$ cat config.mk
export PLATFORM = sky130hd
export DESIGN_NAME = fpa_out
export DESIGN_NICKNAME = d
export VERILOG_FILES = /design/src/design/fpa_pkg.sv /design/src/design/fpa_out.sv
export SDC_FILE = /design/constraint.sdc
export NUM_CORES = 1
export LEC_CHECK = 0
export ABC_AREA = 1
export BUFFER_PORTS_ARGS = -buffer_cell sky130_fd_sc_hd__buf_2
export CORE_MARGIN = 3
export CORE_UTILIZATION = 30
export DETAILED_ROUTE_END_ITERATION = 12
export PLACE_DENSITY = 0.6
export SLEW_MARGIN = 15
export SYNTH_ARGS = -nofsm -noshare
export SYNTH_HDL_FRONTEND = slang
export SYNTH_SLANG_ARGS = --single-unit
$ cat constraint.sdc
create_clock -name i_clk -period 5 [get_ports i_clk]
set_input_delay 0.25 -clock i_clk [delete_from_list [all_inputs] [get_ports i_clk]]
set_output_delay 0.25 -clock i_clk [all_outputs]
set_load 0.1 [all_outputs]
$ cat src/design/fpa_pkg.sv
// Shared definitions for the fixed-point ALU: format constants, opcodes,
// the item record that travels down the pipeline and the saturation helper.
// No dependencies.
package fpa_pkg;

    localparam int FRACTION_BITS = 8;
    // Width of the scaled dividend and of the full quotient.
    localparam int DW            = 32 + FRACTION_BITS;
    // Pipeline registers ahead of the output stage: front, two multiply, DW divide steps.
    localparam int NPIPE         = DW + 3;

    localparam logic signed [31:0] S32_MAX = 32'sh7FFF_FFFF;
    localparam logic signed [31:0] S32_MIN = 32'sh8000_0000;

    typedef enum logic [3:0] {
        OP_ADD     = 4'd0,
        OP_SUB     = 4'd1,
        OP_MUL     = 4'd2,
        OP_DIV     = 4'd3,
        OP_GT      = 4'd4,
        OP_LT      = 4'd5,
        OP_GE      = 4'd6,
        OP_LE      = 4'd7,
        OP_EQ      = 4'd8,
        OP_NE      = 4'd9,
        OP_MIN     = 4'd10,
        OP_MAX     = 4'd11,
        OP_INC     = 4'd12,
        OP_DEC     = 4'd13,
        OP_TOINT   = 4'd14,
        OP_FROMINT = 4'd15
    } t_op;

    // What work is still pending on an item.
    typedef enum logic [1:0] {
        K_SIMPLE,
        K_MUL,
        K_DIV
    } t_kind;

    typedef struct packed {
        t_kind              kind;
        logic               neg;
        logic signed [31:0] res;
        logic               cmp;
        logic               ovf;
        logic               dbz;
        logic [31:0]        ma;
        logic [31:0]        mb;
        logic [63:0]        prod;
        logic [31:0]        rem;
        logic [DW-1:0]      w;
    } t_item;

    typedef struct packed {
        logic signed [31:0] res;
        logic               cmp;
        logic               ovf;
        logic               dbz;
    } t_res;

    typedef struct packed {
        logic               ovf;
        logic signed [31:0] res;
    } t_sat;

    // Apply a sign to a magnitude and clamp it to the signed 32-bit range.
    function automatic t_sat sat_mag(input logic [63:0] m, input logic neg);
        t_sat s;
        logic big;
        big   = neg ? (m > 64'h0000_0000_8000_0000) : (m > 64'h0000_0000_7FFF_FFFF);
        s.ovf = big;
        if (big) begin
            s.res = neg ? S32_MIN : S32_MAX;
        end else begin
            s.res = neg ? -$signed(m[31:0]) : $signed(m[31:0]);
        end
        return s;
    endfunction

endpackage

$ cat src/design/fpa_out.sv
// Output stage: signs and saturates the quotient, then holds results in an
// output register backed by a skid register. Depends on fpa_pkg.
module fpa_out import fpa_pkg::*; (
    input  logic               i_clk,
    input  logic               i_rst_n,
    input  logic               i_valid,
    input  t_item              i_item,
    output logic               o_advance,
    input  logic               i_stall,
    output logic               o_valid,
    output logic signed [31:0] o_result,
    output logic               o_compare_true,
    output logic               o_overflow,
    output logic               o_divide_by_zero
);

    t_sat sat;
    t_res n_res;
    t_res r_out;
    t_res r_skid;
    logic r_out_v;
    logic r_skid_v;
    logic xfer;

    assign sat = sat_mag({{(64-DW){1'b0}}, i_item.w}, i_item.neg);

    always_comb begin
        n_res.res = i_item.res;
        n_res.cmp = i_item.cmp;
        n_res.ovf = i_item.ovf;
        n_res.dbz = i_item.dbz;
        if (i_item.kind == K_DIV) begin
            n_res.res = sat.res;
            n_res.ovf = sat.ovf;
        end
    end

    assign xfer = r_out_v && !i_stall;

    always_ff @(posedge i_clk) begin
        if (!i_rst_n) begin
            r_out_v  <= 1'b0;
            r_skid_v <= 1'b0;
        end else if (r_skid_v) begin
            if (xfer) begin
                r_out_v  <= 1'b1;
                r_skid_v <= 1'b0;
            end
        end else if (!r_out_v || xfer) begin
            r_out_v <= i_valid;
        end else if (i_valid) begin
            r_skid_v <= 1'b1;
        end
    end

    always_ff @(posedge i_clk) begin
        if (r_skid_v) begin
            if (xfer) begin
                r_out <= r_skid;
            end
        end else if (!r_out_v || xfer) begin
            r_out <= n_res;
        end else begin
            r_skid <= n_res;
        end
    end

    assign o_advance        = !r_skid_v;
    assign o_valid          = r_out_v;
    assign o_result         = r_out.res;
    assign o_compare_true   = r_out.cmp;
    assign o_overflow       = r_out.ovf;
    assign o_divide_by_zero = r_out.dbz;

endmodule

==> impl_metrics.yaml, run 1 <==
timing:
  fin_worst_skew_ns: 0.00877
  finalHoldViolations: 0
  post-route-period-util: 0.508
  setup-violations-final: 0
  worstMarginPinSlew_ns: 1.04
  max_freq_mhz: 393
  relSlewSlack: 0.303
  fin_crit_ns: 2.54
  slew_violations: 0
  setup_tns_ns: 0
  rsz0062_at_grt: "false"
global_routing:
  grtUsageMet1: 0.194
  gr-total-overflow: 0
  antenna_found_initial: 4
  grt_busiest_layer: "met2"
  grt_usage: 0.151
  first_global_vias: 3885
  met3_usage: 0.0493
  grt_max_degree: 41
  grt_pass1_wl_um: 19200
  met2_usage: 0.236
setup_path:
  start_kind: "input port"
  required_ns: 5.07
  crit_type: "in2reg"
  crit_chain: "buf_2 -> inv_1 -> a211oi_4 -> buf_4 -> nand3_1 -> nand3_1 -> nand2_1"
  worstPathMaxFanout: 40
  cp_slowest_stage_delay_ns: 0.83
  cp-end-kind: "register"
  cp_slowest_cell: "a211oi_4"
  crit_top_cell: "nand3_1"
  worstPathArrival_ns: 2.61
detailed_routing:
  vias: 4008
  drc: 0
  detail-route-antenna-nets: 0
  drt_iter0_drc: 326
  first_pass_iters: 6
  vias_per_cell: 4.71
  drt-total-wl_um: 12200
  wl_per_cell_um: 14.4
floorplan:
  ioPinCount: 279
  dieArea_um2: 16200
  initial_core_util: 0.312
  die_w_um: 127
  core-area_um2: 14100
  die_h_um: 127
  std_cell_rows: 43
cts:
  cts-root-buf: "clkbuf_16"
  clk_pin_slew_ns: 0.06
  cts_tree: "done"
  cts_resized: 0
  postCtsSetupRepairBufs: 0
  htree_levels: 3
  cts_inserted_buffers: 9
  cts.sinks: 72
  worstSkewPairLatency_ns: 0.34
  cts_hold_buf: 0
  clockBufferDepth: 2
place:
  io_buffers: 118
  hpwl_um: 9280
  gp_congestion: 0.912
synthesis:
  synth_edf_count: 70
  synth_ff_type: "edfxtp_1"
  synthAdderAreaFrac: 0.00283
  synth_top_family_by_area: "simple AND/OR/NAND/NOR gates"
  synth_top_area_frac: 0.476
  netlist.top_cell.by_area: "edfxtp_1"
  ys_types: 34
  synthSimpleGateAreaFrac: 0.349
  synth_xor_area_frac: 0.0317
  yosysMostFrequentCell: "nand2_1"
  synth-seq-cells: 72
  synthMuxAreaShare: 0
  ys_seq_area_frac: 0.485
  syn_area_per_cell_um2: 8.00
  ys_top_cells_by_count: "199 x nand2_1, 70 x edfxtp_1, 58 x nand3_1"
  async_flop_share: 0
  synth_nets: 795
  synth_area_um2: 4420
  synth_compound_area_frac: 0.0822
  synthTopCellsByArea: "edfxtp_1 48%, nand2_1 17%, nand3_1 6.6%, a21boi_1 4.9%, nor2_1 4.5%"
  yosys_warnings: 0
  synthCells: 552
power_and_ir_drop:
  power_leakage_nw: 2.32
  power_density_nw_per_um2: 329
  max-vdd-ir-drop_mv: 0.152
cells_and_area:
  area_growth_pct: 23.3
  drive_gt1_frac: 0.267
  fin_util: 0.385
  num-nets-final: 905
run_status:
  status: "finished, final reports clean"
worst_hold_path:
  hold_path.class: "in2reg"
flow_run:
  cap_violations: 0
## placed cells by master, fill, tap and decap left out, types with 3 or more instances in the layout
master / synthesis / final
a21boi_1: 29 / 29
buf_2: 4 / 118
buf_4: 2 / 4
clkbuf_16: 0 / 9
clkinv_2: 0 / 4
diode_2: 0 / 4
edfxtp_1: 70 / 70
inv_1: 28 / 28
nand2_1: 199 / 199
nand3_1: 58 / 58
nand4_1: 5 / 5
nor2_1: 53 / 52
nor2_2: 3 / 3
o21ai_0: 15 / 15
or2_2: 31 / 31
xnor2_1: 9 / 9
xor2_1: 7 / 7
## per-layer routing
| layer | share of wire | wire, um | vias up |
|---|---|---|---|
| li1 | - | - | 2043 |
| met1 | 0.44 | 5390 | 1824 |
| met2 | 0.46 | 5640 | 120 |
| met3 | 0.076 | 932 | 17 |
| met4 | 0.019 | 238 | 4 |
| met5 | 0.0017 | 21 | - |
## report_power, final
part           internal, mW  switching [mW]  total, mW  leakage, nW
combinational         0.106           0.383      0.489         1.49
clock                 0.333           0.239      0.572        0.132
sequential            0.722          0.0114      0.733        0.694
total                  1.16           0.634       1.79         2.32
## metrics by stage
| stage | total power, mW | hold slack (ns) | area, um^2 | setup WS (ns) | instances |
|---|---|---|---|---|---|
| finish | 1.79 | 0.108 | 5450 | 2.46 | 851 |
| global route | 1.87 | 0.105 | 5440 | 2.21 | 849 |
| CTS | 1.82 | 0.0893 | 5440 | 2.51 | 847 |
| detailed placement | 1.24 | 0.444 | 5170 | 2.15 | 831 |
| global placement | 1.23 | 0.444 | 5170 | 2.17 | 831 |
| floorplan | 1.13 | 0.349 | 4420 | 1.89 | 552 |
## critical path: cells and delay by family
family / cells / cell delay, ns
buffers and inverters: 3 / 1.18
AOI/OAI and AO/OA: 1 / 0.83
and+or+nand+nor: 3 / 0.31
## cells by family after synthesis
group | Yosys count
simple gates | 358
flops | 72
compound gates | 53
buf+inv | 52
xor+xnor | 16
fa+ha+maj | 1
## final timing paths
path / start / end / slack, ns / cells after the start
hold / removal: i_item[202] / r_skid[2]$_DFFE_PP_ / 0.11 / 1
hold reg to reg: r_skid[5]$_DFFE_PP_ / o_result[2]$_DFFE_PP_ / 0.52 / 2
setup / recovery: i_item[235] / o_result[1]$_DFFE_PP_ / 2.46 / 7
setup reg to reg: r_skid_v$_SDFF_PN0_ / o_result[3]$_DFFE_PP_ / 2.58 / 4
## state kept, by name, indices dropped and copies added, names as in the netlist
name,cells
o_valid,1
o_result,32
r_skid_v,1
o_compare_true,1
r_skid,35
o_divide_by_zero,1
o_overflow,1
## final cells by class
| class | count | area (um^2) |
|---|---|---|
| timing repair buffer | 122 | 621 |
| tap | 180 | 225 |
| antenna | 4 | 10.0 |
| sequential | 72 | 2140 |
| clock buffer | 10 | 229 |
| fill | 1448 | 8700 |
| inverter | 29 | 109 |
| clock inverter | 6 | 36.3 |
| multi-input combinational | 428 | 2070 |
No activity file was read; power rests on OpenSTA's default activity.
==> run 2, diff against run 1 <==
--- a/config.mk
+++ b/config.mk
@@ -10,7 +10,7 @@
 export CORE_MARGIN = 3
 export CORE_UTILIZATION = 30
 export DETAILED_ROUTE_END_ITERATION = 12
-export PLACE_DENSITY = 0.6
+export PLACE_DENSITY = 0.62
 export SLEW_MARGIN = 15
 export SYNTH_ARGS = -nofsm -noshare
 export SYNTH_HDL_FRONTEND = slang
==> constraint.sdc (replaced) <==
create_clock -name i_clk -period 2.06 [get_ports i_clk]
set_input_delay 0.103 -clock i_clk [delete_from_list [all_inputs] [get_ports i_clk]]
set_output_delay 0.103 -clock i_clk [all_outputs]
set_load 0.1 [all_outputs]
==> impl_metrics.yaml, run 2 (synthesis results as in run 1) <==
timing:
  finalHoldViolations: 0
  setup_slack_ns: 0.418
  max_freq_mhz: 609
  worstMarginPinSlew_ns: 0.502
  relSlewSlack: 0.663
  setup_tns_ns: 0
  slew_violations: 0
  fin_worst_skew_ns: 0.00849
  setup-violations-final: 0
  fin_crit_ns: 1.64
  post-route-period-util: 0.797
  holdWs_ns: 0.0241
  rsz0062_at_grt: "false"
cells_and_area:
  fin_util: 0.397
  top_register: "r_skid"
  area_growth_pct: 27.2
  drive_gt1_frac: 0.279
  final_cell_mix: "199 x nand2_1, 118 x buf_2, 70 x edfxtp_1"
  final-instance-count-excl-fill: 866
  num-nets-final: 922
  final_common_cell: "nand2_1"
  fill_cells: 1480
  largest_reg_flops: 35
  final_area_um2: 5620
global_routing:
  first_global_vias: 3797
  grt_pass1_wl_um: 19400
  gr-total-overflow: 0
  grt_max_degree: 37
  antenna_found_initial: 2
  grt_usage: 0.153
floorplan:
  dieArea_um2: 16200
  die_h_um: 127
  core-area_um2: 14100
  die_w_um: 127
  std_cell_rows: 43
  ioPinCount: 279
  initial_core_util: 0.312
setup_path:
  worstPathArrival_ns: 1.72
  crit_chain: "buf_2 -> inv_1 -> ha_1 -> nand2_1 -> nor2_2 -> nor2_1 -> nor2_1 -> buf_4 -> nand2_1 -> nand2_1 -> nand2_1 -> nand2_1 -> nand2_1 -> nand3_1 -> nand2_1"
  required_ns: 2.13
  crit_top_cell: "nand2_1"
  cp_slowest_cell: "nor2_1"
  cp-end-kind: "register"
  crit_buf_inv: 3
  cp_slowest_stage_delay_ns: 0.21
  worstPathMaxFanout: 4
  start_kind: "input port"
  cp_top_family: "simple AND/OR/NAND/NOR gates"
  crit_type: "in2reg"
cts:
  clk_pin_slew_ns: 0.05
  cts_hold_buf: 2
  htree_levels: 3
  cts_inserted_buffers: 9
  cts_tree: "done"
  cts_resized: 0
  cts.sinks: 72
  cts-root-buf: "clkbuf_16"
  postCtsSetupRepairBufs: 0
  worstSkewPairLatency_ns: 0.33
  clockBufferDepth: 2
place:
  place_ws_ns: 0.132
  gp_congestion: 0.944
  placed_cell_area_um2: 5310
  io_buffers: 118
  hpwl_um: 9630
  dp.cells: 846
detailed_routing:
  vias: 4031
  drc: 0
  drt_iter0_drc: 264
  vias_per_cell: 4.65
  wl_per_cell_um: 14.4
  drt-total-wl_um: 12400
  first_pass_iters: 5
  detail-route-antenna-nets: 0
worst_hold_path:
  hold_path.class: "in2reg"
flow_run:
  cap_violations: 0
power_and_ir_drop:
  power_leakage_nw: 2.42
  max-vdd-ir-drop_mv: 0.359
  power_mw: 4.50
  power_density_nw_per_um2: 801
run_status:
  status: "finished, final reports clean"
[run 2: cell count changes in the layout (fill, tap and decap cells not counted), sizes merged]
| cell | change |
|---|---|
| buf | +15 |
| clkbuf | +3 |
| clkinv | -3 |
| diode | -2 |
| dlygate4sd3 | +2 |
| bufinv | +1 |
| clkinvlp | -1 |
[run 2: layout make-up]
type | instances | area (um^2) | area share
antenna | 2 | 5.00 | 0.000891
clock buffer | 13 | 240 | 0.0428
clock inverter | 3 | 42.5 | 0.00757
inverter | 29 | 109 | 0.0194
multi-input combinational | 428 | 2070 | 0.369
sequential | 72 | 2140 | 0.382
tap | 180 | 225 | 0.0401
timing repair buffer | 139 | 778 | 0.139
[run 2: worst min-delay path, stage by stage]
cell and delay [ns]:
buf_2 0.10, o21ai_0 0.06, a21oi_1 0.04
[run 2: final timing paths]
kind                        start                endpoint  slack, ns  cells past startpoint
max reg2reg   r_skid_v$_SDFF_PN0_   o_result[6]$_DFFE_PP_       0.69                      4
min                       i_rst_n    o_valid$_SDFFE_PN0P_       0.02                      3
min reg2reg  r_skid[23]$_DFFE_PP_  o_result[20]$_DFFE_PP_       0.51                      2
max                     i_item[0]  o_result[18]$_DFFE_PP_       0.42                     15
[run 2: where the power goes]
group / internal (mW) / switching, mW
sequential: 1.75 / 0.0261
combinational: 0.276 / 0.932
clock: 0.938 / 0.574
total: 2.97 / 1.53
[run 2: per-layer routing]
layer  part of all wire  global-route usage
met1               0.46               0.208
met2               0.44               0.233
met3              0.070              0.0418
met4              0.022              0.0625
met5                  0                   0
==> run 3, diff against run 2 <==
--- a/config.mk
+++ b/config.mk
@@ -5,12 +5,12 @@
 export SDC_FILE = /design/constraint.sdc
 export NUM_CORES = 1
 export LEC_CHECK = 0
-export ABC_AREA = 1
+export ABC_AREA = 0
 export BUFFER_PORTS_ARGS = -buffer_cell sky130_fd_sc_hd__buf_2
 export CORE_MARGIN = 3
 export CORE_UTILIZATION = 30
 export DETAILED_ROUTE_END_ITERATION = 12
-export PLACE_DENSITY = 0.62
+export PLACE_DENSITY = 0.64
 export SLEW_MARGIN = 15
 export SYNTH_ARGS = -nofsm -noshare
 export SYNTH_HDL_FRONTEND = slang
==> constraint.sdc (replaced) <==
create_clock -name i_clk -period 1.3 [get_ports i_clk]
set_input_delay 0.065 -clock i_clk [delete_from_list [all_inputs] [get_ports i_clk]]
set_output_delay 0.065 -clock i_clk [all_outputs]
set_load 0.1 [all_outputs]
==> impl_metrics.yaml, run 3 <==
cells_and_area:
  final_cell_mix: "114 x buf_2, 80 x buf_4, 70 x edfxtp_1"
  num-nets-final: 838
  top_register: "r_skid"
  diodes: 0
  final-instance-count-excl-fill: 772
  drive_gt1_frac: 0.552
  final_area_um2: 6390
  area_growth_pct: 58.7
  final_common_cell: "buf_2"
  fin_util: 0.497
  largest_reg_flops: 35
global_routing:
  grt_usage: 0.160
  antenna_found_initial: 1
  grt_pass1_wl_um: 18500
  grt_max_degree: 31
  gr-total-overflow: 0
  first_global_vias: 3725
flow_run:
  cap_violations: 0
synthesis:
  synthCells: 390
  synth-seq-cells: 72
  synth_nets: 633
  yosys_warnings: 0
  ys_seq_area_frac: 0.532
  synthAdderAreaFrac: 0.00311
  ys_top_cells_by_count: "70 x edfxtp_1, 62 x a21oi_1, 49 x nor2_1"
  synthTopCellsByArea: "edfxtp_1 52%, a21oi_1 7.7%, nor2_1 4.6%, mux2_2 4.2%, xnor2_1 3.9%"
  synth_ff_type: "edfxtp_1"
  syn_area_per_cell_um2: 10.3
  synth_xor_area_frac: 0.0609
  synth_top_area_frac: 0.522
  synthSimpleGateAreaFrac: 0.138
  ys_types: 44
  synth_top_family_by_area: "compound AO/OA/AOI/OAI gates"
  yosysMostFrequentCell: "edfxtp_1"
  synth_compound_area_frac: 0.190
  async_flop_share: 0
  synthMuxAreaShare: 0.0444
  netlist.top_cell.by_area: "edfxtp_1"
  synth_edf_count: 70
  synth_area_um2: 4030
floorplan:
  ioPinCount: 279
  core-area_um2: 12900
  std_cell_rows: 41
  die_w_um: 122
  dieArea_um2: 14900
  die_h_um: 122
  initial_core_util: 0.313
worst_hold_path:
  hold_path_depth: 3
  min-delay-start: "i_item[208]"
  hold_path.class: "in2reg"
setup_path:
  cp.depth: 9
  crit_type: "in2reg"
  cp_slowest_stage_delay_ns: 0.58
  start_kind: "input port"
  crit_chain: "buf_6 -> or4_4 -> or4_4 -> o41ai_4 -> buf_4 -> buf_12 -> o21ai_1 -> o21ai_2 -> mux2_4"
  r2r_cells: 5
  worstPathArrival_ns: 2.25
  r2r-start: "r_skid_v$_SDFF_PN0_"
  cp_slowest_cell: "or4_4"
  worstPathMaxFanout: 7
  crit_buf_inv: 3
  cp_top_family: "simple AND/OR/NAND/NOR gates"
  crit_path_start: "i_item[24]"
  cp-end-kind: "register"
  required_ns: 1.51
  crit_top_cell: "or4_4"
timing:
  worstMarginPinSlew_ns: 0.499
  max_freq_mhz: 490
  fin_worst_skew_ns: 0.00564
  rsz0062_at_grt: "true"
  relSlewSlack: 0.669
  slew_violations: 0
  finalHoldViolations: 0
  setup-violations-final: 66
  setup_slack_ns: -0.741
  post-route-period-util: 1.57
  fin_crit_ns: 2.04
cts:
  clockBufferDepth: 2
  htree_levels: 3
  worstSkewPairLatency_ns: 0.33
  cts_inserted_buffers: 9
  clk_pin_slew_ns: 0.06
  cts_tree: "done"
  cts-root-buf: "clkbuf_16"
  cts.sinks: 72
detailed_routing:
  drc: 0
  first_pass_iters: 4
  drt-total-wl_um: 12400
  vias: 3785
  drt_iter0_drc: 156
  detail-route-antenna-nets: 0
  vias_per_cell: 4.90
  wl_per_cell_um: 16.1
place:
  hpwl_um: 9140
  dp.cells: 741
  io_buffers: 118
  placed_cell_area_um2: 5580
  place_ws_ns: -1.10
  gp_congestion: 0.874
power_and_ir_drop:
  power_mw: 7.83
  max-vdd-ir-drop_mv: 0.564
  power_density_nw_per_um2: 1230
  power_leakage_nw: 2.58
run_status:
  violations: "setup timing"
  status: "finished with violations"
-- run 3: worst paths after layout --
check	to	slack (ns)
worst min-delay path	r_skid[8]$_DFFE_PP_	0.06
worst max-delay path	o_result[25]$_DFFE_PP_	-0.74
worst min register to register	o_divide_by_zero$_DFFE_PP_	0.54
worst max register to register	o_result[14]$_DFFE_PP_	0
-- run 3: final cells by class --
cell class,instances,area [um^2]
tap,172,215
multi-input combinational,291,2120
clock buffer,10,239
timing repair buffer,216,1540
fill,1196,6480
inverter,5,23.8
clock inverter,6,115
sequential,72,2150
-- run 3: worst reg2reg max path, cell delays in order (launching register included) --
cell and delay (ns):
dfxtp_2 0.40, buf_12 0.18, buf_12 0.18, nor2_1 0.08, a21oi_1 0.17, a21oi_2 0.05
-- run 3: cells by family (layout without fill, tap and decap cells) --
group,Yosys count,after routing
flops,72,72
xor+xnor,28,28
mux,16,16
compound gates,128,128
simple gates,118,118
buf+inv,27,237
fa+ha+maj,1,1
-- run 3: stage by stage --
stage | setup TNS, ns | hold WS [ns]
global placement | -60.92 | 0.263
floorplan | -65.20 | 0.164
global route | -45.08 | 0.0702
CTS | -38.72 | 0.0605
detailed placement | -63.39 | 0.261
finish | -41.72 | 0.0608
-- run 3: where the power goes --
group,switching [mW],total (mW),internal [mW]
Sequential,0.0515,2.82,2.76
Combinational,1.47,2.07,0.601
Clock,1.01,2.95,1.94
Total,2.53,7.83,5.30
-- run 3: what timing repair did --
action,in CTS,in global routing
setup endpoints to repair,67,66
buffers inserted,4,6
hold buffers,4,0
gates cloned,0,1
endpoints found under the hold margin,3,0
resized for setup,17,62
pin swaps,6,10
-- run 3: layer usage --
metal  share of wire  routed length [um]  up-vias  global-route usage
met5          0.0013                  16        -                   0
met4           0.013                 166        2              0.0441
met2            0.47                5820      110               0.265
li1                -                   -     1868                   -
met3           0.057                 709       17              0.0362
met1            0.46                5690     1788               0.211
